==> config.mk <==
export PLATFORM = sky130hd
export DESIGN_NAME = positional_array_list_engine
export DESIGN_NICKNAME = d
export VERILOG_FILES = /design/src/sv/pal_pkg.sv /design/src/sv/pal_dpath.sv /design/src/sv/pal_ctrl.sv /design/src/sv/positional_array_list_engine.sv
export SDC_FILE = /design/constraint.sdc
export NUM_CORES = 2
export LEC_CHECK = 0
export ABC_CLOCK_PERIOD_IN_PS = 8700
export BUFFER_PORTS_ARGS = -buffer_cell sky130_fd_sc_hd__buf_2
export CORE_MARGIN = 2
export CORE_UTILIZATION = 25
export CTS_BUF_LIST = sky130_fd_sc_hd__clkbuf_16
export DETAILED_ROUTE_END_ITERATION = 7
export PLACE_DENSITY = 0.36
export SYNTH_ARGS = -nofsm -noshare
export SYNTH_HDL_FRONTEND = slang
export SYNTH_SLANG_ARGS = --single-unit
==> constraint.sdc <==
create_clock -name clk_i -period 8.7 [get_ports clk_i]
set_input_delay 2.61 -clock clk_i [delete_from_list [all_inputs] [get_ports clk_i]]
set_output_delay 2.61 -clock clk_i [all_outputs]
set_load 0.1 [all_outputs]
==> src/sv/pal_pkg.sv <==
`default_nettype none
// ----------------------------------------------------------------------------
// pal_pkg: shared types and constants for the positional array list engine
// Store geometry, field widths, request codes and the command and status
// groups between the controller and the datapath.
// ----------------------------------------------------------------------------
package pal_pkg;

  localparam int unsigned DEPTH = 64;
  localparam int unsigned AW    = $clog2(DEPTH);
  localparam int unsigned CW    = $clog2(DEPTH + 1);

  // fixed field widths
  localparam int unsigned TW = 3;
  localparam int unsigned PW = 7;
  localparam int unsigned VW = 32;

  // compare width wide enough for both a position and a count plus one
  localparam int unsigned XW = ((CW > PW) ? CW : PW) + 1;

  localparam logic [PW-1:0] MAX_ENTRIES_RESET = PW'(DEPTH);

  typedef enum logic [TW-1:0] {
    REQ_READ   = 3'd0,
    REQ_UPDATE = 3'd1,
    REQ_INSERT = 3'd2,
    REQ_REMOVE = 3'd3,
    REQ_FIND   = 3'd4
  } req_e;

  typedef enum logic [2:0] {
    IDX_HOLD,
    IDX_COUNT,
    IDX_POS,
    IDX_ZERO,
    IDX_INC,
    IDX_DEC
  } idx_op_e;

  typedef enum logic [1:0] {
    ADR_POS_M1,
    ADR_IDX,
    ADR_IDX_M1
  } adr_sel_e;

  typedef enum logic {
    WD_VALUE,
    WD_RDATA
  } wd_sel_e;

  typedef enum logic [1:0] {
    CNT_HOLD,
    CNT_INC,
    CNT_DEC
  } cnt_op_e;

  typedef enum logic [1:0] {
    FD_ZERO,
    FD_RDATA,
    FD_HOLD
  } fd_sel_e;

  typedef struct packed {
    logic     latch;
    idx_op_e  idx_op;
    logic     rd_en;
    adr_sel_e rd_sel;
    logic     wr_en;
    adr_sel_e wr_sel;
    wd_sel_e  wd_sel;
    logic     hold_ld;
    cnt_op_e  cnt_op;
    logic     fin;
    logic     fin_ok;
    fd_sel_e  fin_data;
    logic     fin_fpos;
  } pal_cmd_t;

  typedef struct packed {
    logic [TW-1:0] req_type;
    logic          pos_ok;
    logic          ins_ok;
    logic          idx_ge_pos;
    logic          idx_lt_cnt;
    logic          match;
  } pal_sts_t;

endpackage
`default_nettype wire

==> src/sv/pal_dpath.sv <==
`default_nettype none
// ----------------------------------------------------------------------------
// pal_dpath: list datapath
// Entry store, entry count, capacity register, walk pointer, request latch
// and result registers, driven by controller commands.
// ----------------------------------------------------------------------------
module pal_dpath (
  input  wire logic                   clk_i,
  input  wire logic                   rst_ni,
  input  wire pal_pkg::pal_cmd_t      cmd_i,
  output pal_pkg::pal_sts_t           sts_o,
  input  wire logic                   max_entries_we_i,
  input  wire logic [pal_pkg::PW-1:0] max_entries_i,
  input  wire logic [pal_pkg::TW-1:0] req_type_i,
  input  wire logic [pal_pkg::PW-1:0] position_i,
  input  wire logic [pal_pkg::VW-1:0] value_i,
  output logic                        done_o,
  output logic                        ok_o,
  output logic [pal_pkg::VW-1:0]      data_o,
  output logic [pal_pkg::PW-1:0]      found_position_o,
  output logic [pal_pkg::PW-1:0]      count_o,
  output logic                        is_empty_o,
  output logic                        is_full_o
);

  logic [pal_pkg::VW-1:0] mem [pal_pkg::DEPTH];

  logic [pal_pkg::PW-1:0] max_q;
  logic [pal_pkg::CW-1:0] count_q, count_d;
  logic [pal_pkg::CW-1:0] idx_q, idx_d;
  logic [pal_pkg::TW-1:0] req_q;
  logic [pal_pkg::PW-1:0] pos_q;
  logic [pal_pkg::VW-1:0] val_q;
  logic [pal_pkg::VW-1:0] rdata_q;
  logic [pal_pkg::VW-1:0] hold_q;
  logic                   done_q, ok_q;
  logic [pal_pkg::VW-1:0] data_q;
  logic [pal_pkg::PW-1:0] fpos_q;

  logic [pal_pkg::XW-1:0] pos_x, cnt_x, idx_x, cap_x, max_x;
  logic [pal_pkg::AW-1:0] a_pos_m1, a_idx, a_idx_m1, rd_adr, wr_adr;
  logic [pal_pkg::VW-1:0] wdata, fdata;
  logic [pal_pkg::CW-1:0] idx_m1;

  assign pos_x = pal_pkg::XW'(pos_q);
  assign cnt_x = pal_pkg::XW'(count_q);
  assign idx_x = pal_pkg::XW'(idx_q);
  assign max_x = pal_pkg::XW'(max_q);

  // capacity saturated to 1..DEPTH
  always_comb begin
    if (max_x == '0) begin
      cap_x = pal_pkg::XW'(1);
    end else if (max_x > pal_pkg::XW'(pal_pkg::DEPTH)) begin
      cap_x = pal_pkg::XW'(pal_pkg::DEPTH);
    end else begin
      cap_x = max_x;
    end
  end

  assign sts_o.req_type   = req_q;
  assign sts_o.pos_ok     = (pos_x != '0) && (pos_x <= cnt_x);
  assign sts_o.ins_ok     = (pos_x != '0) && (pos_x <= cnt_x + pal_pkg::XW'(1))
                            && (cnt_x < cap_x);
  assign sts_o.idx_ge_pos = (idx_x >= pos_x);
  assign sts_o.idx_lt_cnt = (idx_q < count_q);
  assign sts_o.match      = (rdata_q == val_q);

  assign idx_m1   = idx_q - pal_pkg::CW'(1);
  assign a_pos_m1 = pal_pkg::AW'(pos_x - pal_pkg::XW'(1));
  assign a_idx    = idx_q[pal_pkg::AW-1:0];
  assign a_idx_m1 = idx_m1[pal_pkg::AW-1:0];

  function automatic logic [pal_pkg::AW-1:0] pick_adr(
    input pal_pkg::adr_sel_e    sel,
    input logic [pal_pkg::AW-1:0] p,
    input logic [pal_pkg::AW-1:0] i,
    input logic [pal_pkg::AW-1:0] im1
  );
    logic [pal_pkg::AW-1:0] r;
    case (sel)
      pal_pkg::ADR_POS_M1: r = p;
      pal_pkg::ADR_IDX:    r = i;
      pal_pkg::ADR_IDX_M1: r = im1;
      default:             r = i;
    endcase
    return r;
  endfunction

  assign rd_adr = pick_adr(cmd_i.rd_sel, a_pos_m1, a_idx, a_idx_m1);
  assign wr_adr = pick_adr(cmd_i.wr_sel, a_pos_m1, a_idx, a_idx_m1);
  assign wdata  = (cmd_i.wd_sel == pal_pkg::WD_RDATA) ? rdata_q : val_q;

  always_comb begin
    case (cmd_i.idx_op)
      pal_pkg::IDX_COUNT: idx_d = count_q;
      pal_pkg::IDX_POS:   idx_d = pal_pkg::CW'(pos_x);
      pal_pkg::IDX_ZERO:  idx_d = '0;
      pal_pkg::IDX_INC:   idx_d = idx_q + pal_pkg::CW'(1);
      pal_pkg::IDX_DEC:   idx_d = idx_m1;
      default:            idx_d = idx_q;
    endcase
  end

  always_comb begin
    case (cmd_i.cnt_op)
      pal_pkg::CNT_INC: count_d = count_q + pal_pkg::CW'(1);
      pal_pkg::CNT_DEC: count_d = count_q - pal_pkg::CW'(1);
      default:          count_d = count_q;
    endcase
  end

  always_comb begin
    case (cmd_i.fin_data)
      pal_pkg::FD_RDATA: fdata = rdata_q;
      pal_pkg::FD_HOLD:  fdata = hold_q;
      default:           fdata = '0;
    endcase
  end

  // store: one write and one registered read port
  always_ff @(posedge clk_i) begin
    if (cmd_i.wr_en) begin
      mem[wr_adr] <= wdata;
    end
    if (cmd_i.rd_en) begin
      rdata_q <= mem[rd_adr];
    end
  end

  always_ff @(posedge clk_i or negedge rst_ni) begin
    if (!rst_ni) begin
      max_q   <= pal_pkg::MAX_ENTRIES_RESET;
      count_q <= '0;
      idx_q   <= '0;
      done_q  <= 1'b0;
    end else begin
      if (max_entries_we_i) begin
        max_q <= max_entries_i;
      end
      count_q <= count_d;
      idx_q   <= idx_d;
      done_q  <= cmd_i.fin;
    end
  end

  // payload registers
  always_ff @(posedge clk_i) begin
    if (cmd_i.latch) begin
      req_q <= req_type_i;
      pos_q <= position_i;
      val_q <= value_i;
    end
    if (cmd_i.hold_ld) begin
      hold_q <= rdata_q;
    end
    if (cmd_i.fin) begin
      ok_q   <= cmd_i.fin_ok;
      data_q <= cmd_i.fin_ok ? fdata : '0;
      fpos_q <= (cmd_i.fin_ok && cmd_i.fin_fpos) ?
                pal_pkg::PW'(idx_q + pal_pkg::CW'(1)) : '0;
    end
  end

  assign done_o           = done_q;
  assign ok_o             = ok_q;
  assign data_o           = data_q;
  assign found_position_o = fpos_q;
  assign count_o          = pal_pkg::PW'(count_q);
  assign is_empty_o       = (count_q == '0);
  assign is_full_o        = (cnt_x >= cap_x);

endmodule
`default_nettype wire

==> src/sv/pal_ctrl.sv <==
`default_nettype none
// ----------------------------------------------------------------------------
// pal_ctrl: request sequencer
// Decodes a latched request and walks the store one entry per read/write
// pair for insert and remove, and one entry per read/compare pair for find.
// ----------------------------------------------------------------------------
module pal_ctrl (
  input  wire logic              clk_i,
  input  wire logic              rst_ni,
  input  wire logic              start_i,
  output logic                   busy_o,
  input  wire pal_pkg::pal_sts_t sts_i,
  output pal_pkg::pal_cmd_t      cmd_o
);

  typedef enum logic [3:0] {
    S_IDLE,
    S_DECODE,
    S_READ_OUT,
    S_INS_LOOP,
    S_INS_WR,
    S_REM_HOLD,
    S_REM_LOOP,
    S_REM_WR,
    S_FIND_LOOP,
    S_FIND_CMP
  } state_e;

  state_e state_q, state_d;

  always_comb begin
    state_d        = state_q;
    cmd_o          = '0;
    cmd_o.idx_op   = pal_pkg::IDX_HOLD;
    cmd_o.rd_sel   = pal_pkg::ADR_IDX;
    cmd_o.wr_sel   = pal_pkg::ADR_IDX;
    cmd_o.wd_sel   = pal_pkg::WD_VALUE;
    cmd_o.cnt_op   = pal_pkg::CNT_HOLD;
    cmd_o.fin_data = pal_pkg::FD_ZERO;
    case (state_q)
      S_IDLE: begin
        if (start_i) begin
          cmd_o.latch = 1'b1;
          state_d     = S_DECODE;
        end
      end
      S_DECODE: begin
        state_d = S_IDLE;
        case (sts_i.req_type)
          pal_pkg::REQ_READ: begin
            if (sts_i.pos_ok) begin
              cmd_o.rd_en  = 1'b1;
              cmd_o.rd_sel = pal_pkg::ADR_POS_M1;
              state_d      = S_READ_OUT;
            end else begin
              cmd_o.fin = 1'b1;
            end
          end
          pal_pkg::REQ_UPDATE: begin
            cmd_o.fin = 1'b1;
            if (sts_i.pos_ok) begin
              cmd_o.wr_en  = 1'b1;
              cmd_o.wr_sel = pal_pkg::ADR_POS_M1;
              cmd_o.fin_ok = 1'b1;
            end
          end
          pal_pkg::REQ_INSERT: begin
            if (sts_i.ins_ok) begin
              cmd_o.idx_op = pal_pkg::IDX_COUNT;
              state_d      = S_INS_LOOP;
            end else begin
              cmd_o.fin = 1'b1;
            end
          end
          pal_pkg::REQ_REMOVE: begin
            if (sts_i.pos_ok) begin
              cmd_o.rd_en  = 1'b1;
              cmd_o.rd_sel = pal_pkg::ADR_POS_M1;
              cmd_o.idx_op = pal_pkg::IDX_POS;
              state_d      = S_REM_HOLD;
            end else begin
              cmd_o.fin = 1'b1;
            end
          end
          pal_pkg::REQ_FIND: begin
            cmd_o.idx_op = pal_pkg::IDX_ZERO;
            state_d      = S_FIND_LOOP;
          end
          default: begin
            cmd_o.fin = 1'b1;
          end
        endcase
      end
      S_READ_OUT: begin
        cmd_o.fin      = 1'b1;
        cmd_o.fin_ok   = 1'b1;
        cmd_o.fin_data = pal_pkg::FD_RDATA;
        state_d        = S_IDLE;
      end
      S_INS_LOOP: begin
        if (sts_i.idx_ge_pos) begin
          cmd_o.rd_en  = 1'b1;
          cmd_o.rd_sel = pal_pkg::ADR_IDX_M1;
          state_d      = S_INS_WR;
        end else begin
          cmd_o.wr_en  = 1'b1;
          cmd_o.cnt_op = pal_pkg::CNT_INC;
          cmd_o.fin    = 1'b1;
          cmd_o.fin_ok = 1'b1;
          state_d      = S_IDLE;
        end
      end
      S_INS_WR: begin
        cmd_o.wr_en  = 1'b1;
        cmd_o.wd_sel = pal_pkg::WD_RDATA;
        cmd_o.idx_op = pal_pkg::IDX_DEC;
        state_d      = S_INS_LOOP;
      end
      S_REM_HOLD: begin
        cmd_o.hold_ld = 1'b1;
        state_d       = S_REM_LOOP;
      end
      S_REM_LOOP: begin
        if (sts_i.idx_lt_cnt) begin
          cmd_o.rd_en = 1'b1;
          state_d     = S_REM_WR;
        end else begin
          cmd_o.cnt_op   = pal_pkg::CNT_DEC;
          cmd_o.fin      = 1'b1;
          cmd_o.fin_ok   = 1'b1;
          cmd_o.fin_data = pal_pkg::FD_HOLD;
          state_d        = S_IDLE;
        end
      end
      S_REM_WR: begin
        cmd_o.wr_en  = 1'b1;
        cmd_o.wr_sel = pal_pkg::ADR_IDX_M1;
        cmd_o.wd_sel = pal_pkg::WD_RDATA;
        cmd_o.idx_op = pal_pkg::IDX_INC;
        state_d      = S_REM_LOOP;
      end
      S_FIND_LOOP: begin
        if (sts_i.idx_lt_cnt) begin
          cmd_o.rd_en = 1'b1;
          state_d     = S_FIND_CMP;
        end else begin
          cmd_o.fin = 1'b1;
          state_d   = S_IDLE;
        end
      end
      S_FIND_CMP: begin
        if (sts_i.match) begin
          cmd_o.fin      = 1'b1;
          cmd_o.fin_ok   = 1'b1;
          cmd_o.fin_fpos = 1'b1;
          state_d        = S_IDLE;
        end else begin
          cmd_o.idx_op = pal_pkg::IDX_INC;
          state_d      = S_FIND_LOOP;
        end
      end
      default: begin
        state_d = S_IDLE;
      end
    endcase
  end

  always_ff @(posedge clk_i or negedge rst_ni) begin
    if (!rst_ni) begin
      state_q <= S_IDLE;
    end else begin
      state_q <= state_d;
    end
  end

  assign busy_o = (state_q != S_IDLE);

endmodule
`default_nettype wire

==> src/sv/positional_array_list_engine.sv <==
`default_nettype none
// ----------------------------------------------------------------------------
// positional_array_list_engine: ordered list of signed 32-bit values
// Read, update, insert, remove and find by 1-based position in a 64-entry
// store, one request per item, one result per item.
// ----------------------------------------------------------------------------
// Usage:
//   Request channel: drive req_type_i, position_i, value_i and raise start;
//   the item is taken at a clock edge with start high and busy low. busy
//   stays high until the result is registered.
//   Result channel: done_o is high for exactly one cycle with ok_o, data_o,
//   found_position_o, count_o, is_empty_o and is_full_o. The receiver has
//   no stall; a new item may be started in the done_o cycle.
//   Capacity: max_entries_we_i writes max_entries_i (0 acts as 1, values
//   above the store depth act as the depth). Write it only while idle.
// Sequence per item: every item is decoded after it is taken; update and
//   any failed check finish at decode, and read adds one registered store
//   read. Insert, remove and find then walk the store entry by entry, each
//   step a store read followed by a write-back or compare, since the
//   registered store read must land first. The slowest item is a find that
//   misses on a full 64-entry list.
// Reset: the list is empty and the capacity is 64; store contents are not
//   cleared, only entries below the count are ever read.
// ----------------------------------------------------------------------------
module positional_array_list_engine (
  input  wire logic        clk_i,
  input  wire logic        rst_ni,
  // request channel
  input  wire logic        start,
  output logic             busy,
  input  wire logic [2:0]  req_type_i,
  input  wire logic [6:0]  position_i,
  input  wire logic [31:0] value_i,
  // capacity register
  input  wire logic        max_entries_we_i,
  input  wire logic [6:0]  max_entries_i,
  // result channel
  output logic             done_o,
  output logic             ok_o,
  output logic [31:0]      data_o,
  output logic [6:0]       found_position_o,
  output logic [6:0]       count_o,
  output logic             is_empty_o,
  output logic             is_full_o
);

  // command and status between sequencer and datapath
  pal_pkg::pal_cmd_t cmd;
  pal_pkg::pal_sts_t sts;

  // sequencer: decode, then shift/search walks
  pal_ctrl u_ctrl (
    .clk_i   (clk_i),
    .rst_ni  (rst_ni),
    .start_i (start),
    .busy_o  (busy),
    .sts_i   (sts),
    .cmd_o   (cmd)
  );

  // datapath: store, count, capacity, result registers
  pal_dpath u_dpath (
    .clk_i            (clk_i),
    .rst_ni           (rst_ni),
    .cmd_i            (cmd),
    .sts_o            (sts),
    .max_entries_we_i (max_entries_we_i),
    .max_entries_i    (max_entries_i),
    .req_type_i       (req_type_i),
    .position_i       (position_i),
    .value_i          (value_i),
    .done_o           (done_o),
    .ok_o             (ok_o),
    .data_o           (data_o),
    .found_position_o (found_position_o),
    .count_o          (count_o),
    .is_empty_o       (is_empty_o),
    .is_full_o        (is_full_o)
  );

endmodule
`default_nettype wire

==> qor.yml <==
worst_setup_path:
  cp.required_ns: 9.31
  crit_family: "compound AO/OA/AOI/OAI gates"
  crit_chain: "inv_1, ha_1, nand4_1, o32ai_2, nand3_4, o211ai_1, buf_12, buf_12, mux2i_1, o221ai_1, a31o_2, a221oi_2, a211oi_1"
  crit_path_end_kind: "flop"
  critical-path-max-stage-delay_ns: 1.05
  crit_type: "reg -> reg"
  cp_num_buf_inv: 3
  cp_max_fo: 91
  cp_common_cell: "buf_12"
  crit_slowest_cell: "mux2i_1"
  worstPathArrival_ns: 7.86
  critPathLaunchType: "flop"
clock_network:
  cts_tree: "built"
  clkLatencyLatePin_ns: 0.91
  cts.sinks: 2220
  cts_buffers: 263
  clockBufferDepth: 4
  post-cts-setup-buffer-count: 0
  cts.reportedPaths.clkPinSlew_ns: 0.06
  cts.htree.levels: 5
  cts.root.buffer_cell: "clkbuf_16"
  cts_resized: 0
  cts_hold_buf: 0
yosys:
  avgSynthCellArea_sq_um: 14.2
  ys_ff_latch: 2220
  synth_edf_count: 2194
  synth_cells: 6358
  synthTopCellsByCount: "2194 x edfxtp_1, 1432 x nand2_1, 536 x nand3_1, 239 x mux2i_1, 212 x buf_2"
  yosysMostFrequentCell: "edfxtp_1"
  syn_nets: 6460
  netlist_area_sq_um: 90600
  yosys_warnings: 0
  synth_top_cells_by_area: "edfxtp_1 73%, nand2_1 5.9%, nand3_1 3.0%, mux2i_1 2.6%, o2111a_1 1.3%"
  async_flop_share_pct: 1.17
  yosysSeqAreaShare_pct: 73.4
  synth_top_cell_area_share_pct: 72.7
  synth_flop_cell: "edfxtp_1"
  synth_cell_types: 90
  yosys.area.top_type: "edfxtp_1"
sta:
  setup-violations-final: 0
  finClkSkew_ns: 0.0500
  clock.fmax_ghz: 0.138
  fin_tns_setup_ns: 0
  rsz0062_at_grt: "false"
  fin_crit_ns: 7.25
  hold_viol: 0
  finalMaxSlewViolations: 0
  worst_pin_slew_ns: 1.30
  max_slew_margin_pct: 12.7
  finalCritPeriodShare_pct: 83.4
layout:
  post-route-util_pct: 29.3
  final_design_area_no_fill_sq_um: 106000
  final_nets: 6641
  drive_above_1_share_pct: 13.6
  area_growth_pct: 16.9
global_routing:
  grt_start_max_net_pins: 142
  overflow: 0
  grt_pass1_wl_microns: 485000
  grt_pass1_vias: 55700
  grt_antenna_before_repair: 26
  track_usage_pct: 18.9
floorplan:
  die_x_microns: 606
  ios: 104
  die-area_sq_um: 367000
  initial_utilization_pct: 25.1
  row_count: 221
  coreArea_sq_um: 361000
  dieHeight_microns: 606
power_and_ir_drop:
  powerDensity_nw_per_um2: 374
  p_leak_nw: 34.9
  ir_worst_vdd_v: 0.000289
place:
  place_congestion: 0.811
  place.port_buffers: 103
  placed_area_sq_um: 97900
  dp_hpwl_microns: 206000
routing:
  dr.first_iter.drc_count: 5903
  num_vias: 57000
  wl_microns: 355000
  dr.pass1.iters: 6
  drc: 0
  routedWlPerCell_microns: 30.7
  detail-route-antenna-nets: 0
  vias_per_cell: 4.94
worst_hold_path:
  min_path_type: "reg -> reg"
run_status:
  outcome: "finished, final reports clean"
flow_run:
  cap_viol_max_count: 0
==> kinds of logic after synthesis <==
group / count (synthesis) / share of synthesized area [%]
compound gates: 938 / 8.46
xor+xnor: 59 / 0.570
fa+ha+maj: 49 / 0.685
buf+inv: 480 / 2.48
flops: 2220 / 73.4
mux: 293 / 3.31
simple gates: 2319 / 11.0
==> cell type report <==
| cell class | count | area (sq um) |
|---|---|---|
| Antenna cell | 14 | 35.0 |
| Clock buffer | 269 | 6730 |
| Clock inverter | 188 | 1290 |
| Fill cell | 36300 | 255000 |
| Inverter | 42 | 158 |
| Multi-Input combinational cell | 3658 | 22500 |
| Sequential cell | 2220 | 66500 |
| Tap cell | 4794 | 6000 |
| Timing Repair Buffer | 354 | 2700 |
==> power breakdown <==
group	switching, mW	internal, mW	total (mW)
Combinational	11.8	3.90	15.7
Sequential	0.369	13.0	13.4
Clock	4.55	6.02	10.6
==> cells in the final DEF (no fill, tap or decap), types with 54 or more instances in the layout <==
cell type and instances:
mux2_2 54, nand2_1 1430, o22ai_1 54, mux2i_1 239, a211oi_1 123, clkbuf_16 269
nand3_1 533, a311oi_1 119, and3_1 91, nor2_1 75, edfxtp_1 2194, nor2_4 61
clkinv_1 55, inv_1 106, o2111a_1 102, buf_4 226, a21oi_1 80, buf_2 103
==> routing by layer <==
| metal | share of wire, % | vias to the layer above | global-route usage (%) |
|---|---|---|---|
| li1 | - | 24800 | - |
| met1 | 48 | 30100 | 27.8 |
| met2 | 45 | 1796 | 29.6 |
| met3 | 5.1 | 342 | 2.34 |
| met4 | 1.8 | 0 | 3.99 |
| met5 | 0 | - | 0 |
==> flip-flops by register name (all words and copies together), names as in the netlist, 3 cells and up <==
name / flops
u_dpath.mem: 2048
u_dpath.data_o: 32
u_dpath.hold_q: 32
u_dpath.rdata_q: 32
u_dpath.val_q: 32
u_dpath.count_o: 7
u_dpath.found_position_o: 7
u_dpath.idx_q: 7
u_dpath.max_q: 7
u_dpath.pos_q: 7
u_ctrl.state_q: 4
u_dpath.req_q: 3
==> worst register-to-register path, cell delays in order, from the launching register on <==
cell and delay (ns):
dfrtp_1 0.52, inv_1 0.15, ha_1 0.33, nand4_1 0.20, o32ai_2 0.82, nand3_4 0.45
o211ai_1 0.40, buf_12 0.33, buf_12 0.53, mux2i_1 1.20, o221ai_1 0.66, a31o_2 0.43
a221oi_2 0.86, a211oi_1 0.10
==> final timing paths <==
check	from	to	slack [ns]	depth (start not counted)
setup / recovery	u_dpath.count_o[5]	u_dpath.rdata_q[6]	1.45	13
hold / removal	u_dpath.max_q[0]	u_dpath.max_q[0]	0.53	1
setup reg to reg	u_dpath.count_o[5]	u_dpath.rdata_q[6]	1.45	13
hold reg to reg	u_dpath.max_q[0]	u_dpath.max_q[0]	0.53	1
max in group asynchronous	rst_ni	u_dpath.idx_q[2]	6.46	1
min in group asynchronous	rst_ni	u_dpath.done_o	1.77	1
==> stage by stage <==
stage | hold slack [ns] | total power, mW | instances | setup slack, ns
6_report | 0.528 | 39.6 | 11500 | 1.45
3_3_place_gp | 0.508 | 29.4 | 11100 | 1.48
3_5_place_dp | 0.516 | 29.4 | 11100 | 1.50
4_1_cts | 0.535 | 40.0 | 11500 | 1.52
2_1_floorplan | 0.482 | 22.0 | 6358 | 1.11
5_1_grt | 0.543 | 41.1 | 11500 | 1.43
(Power assumes the default switching activity.)
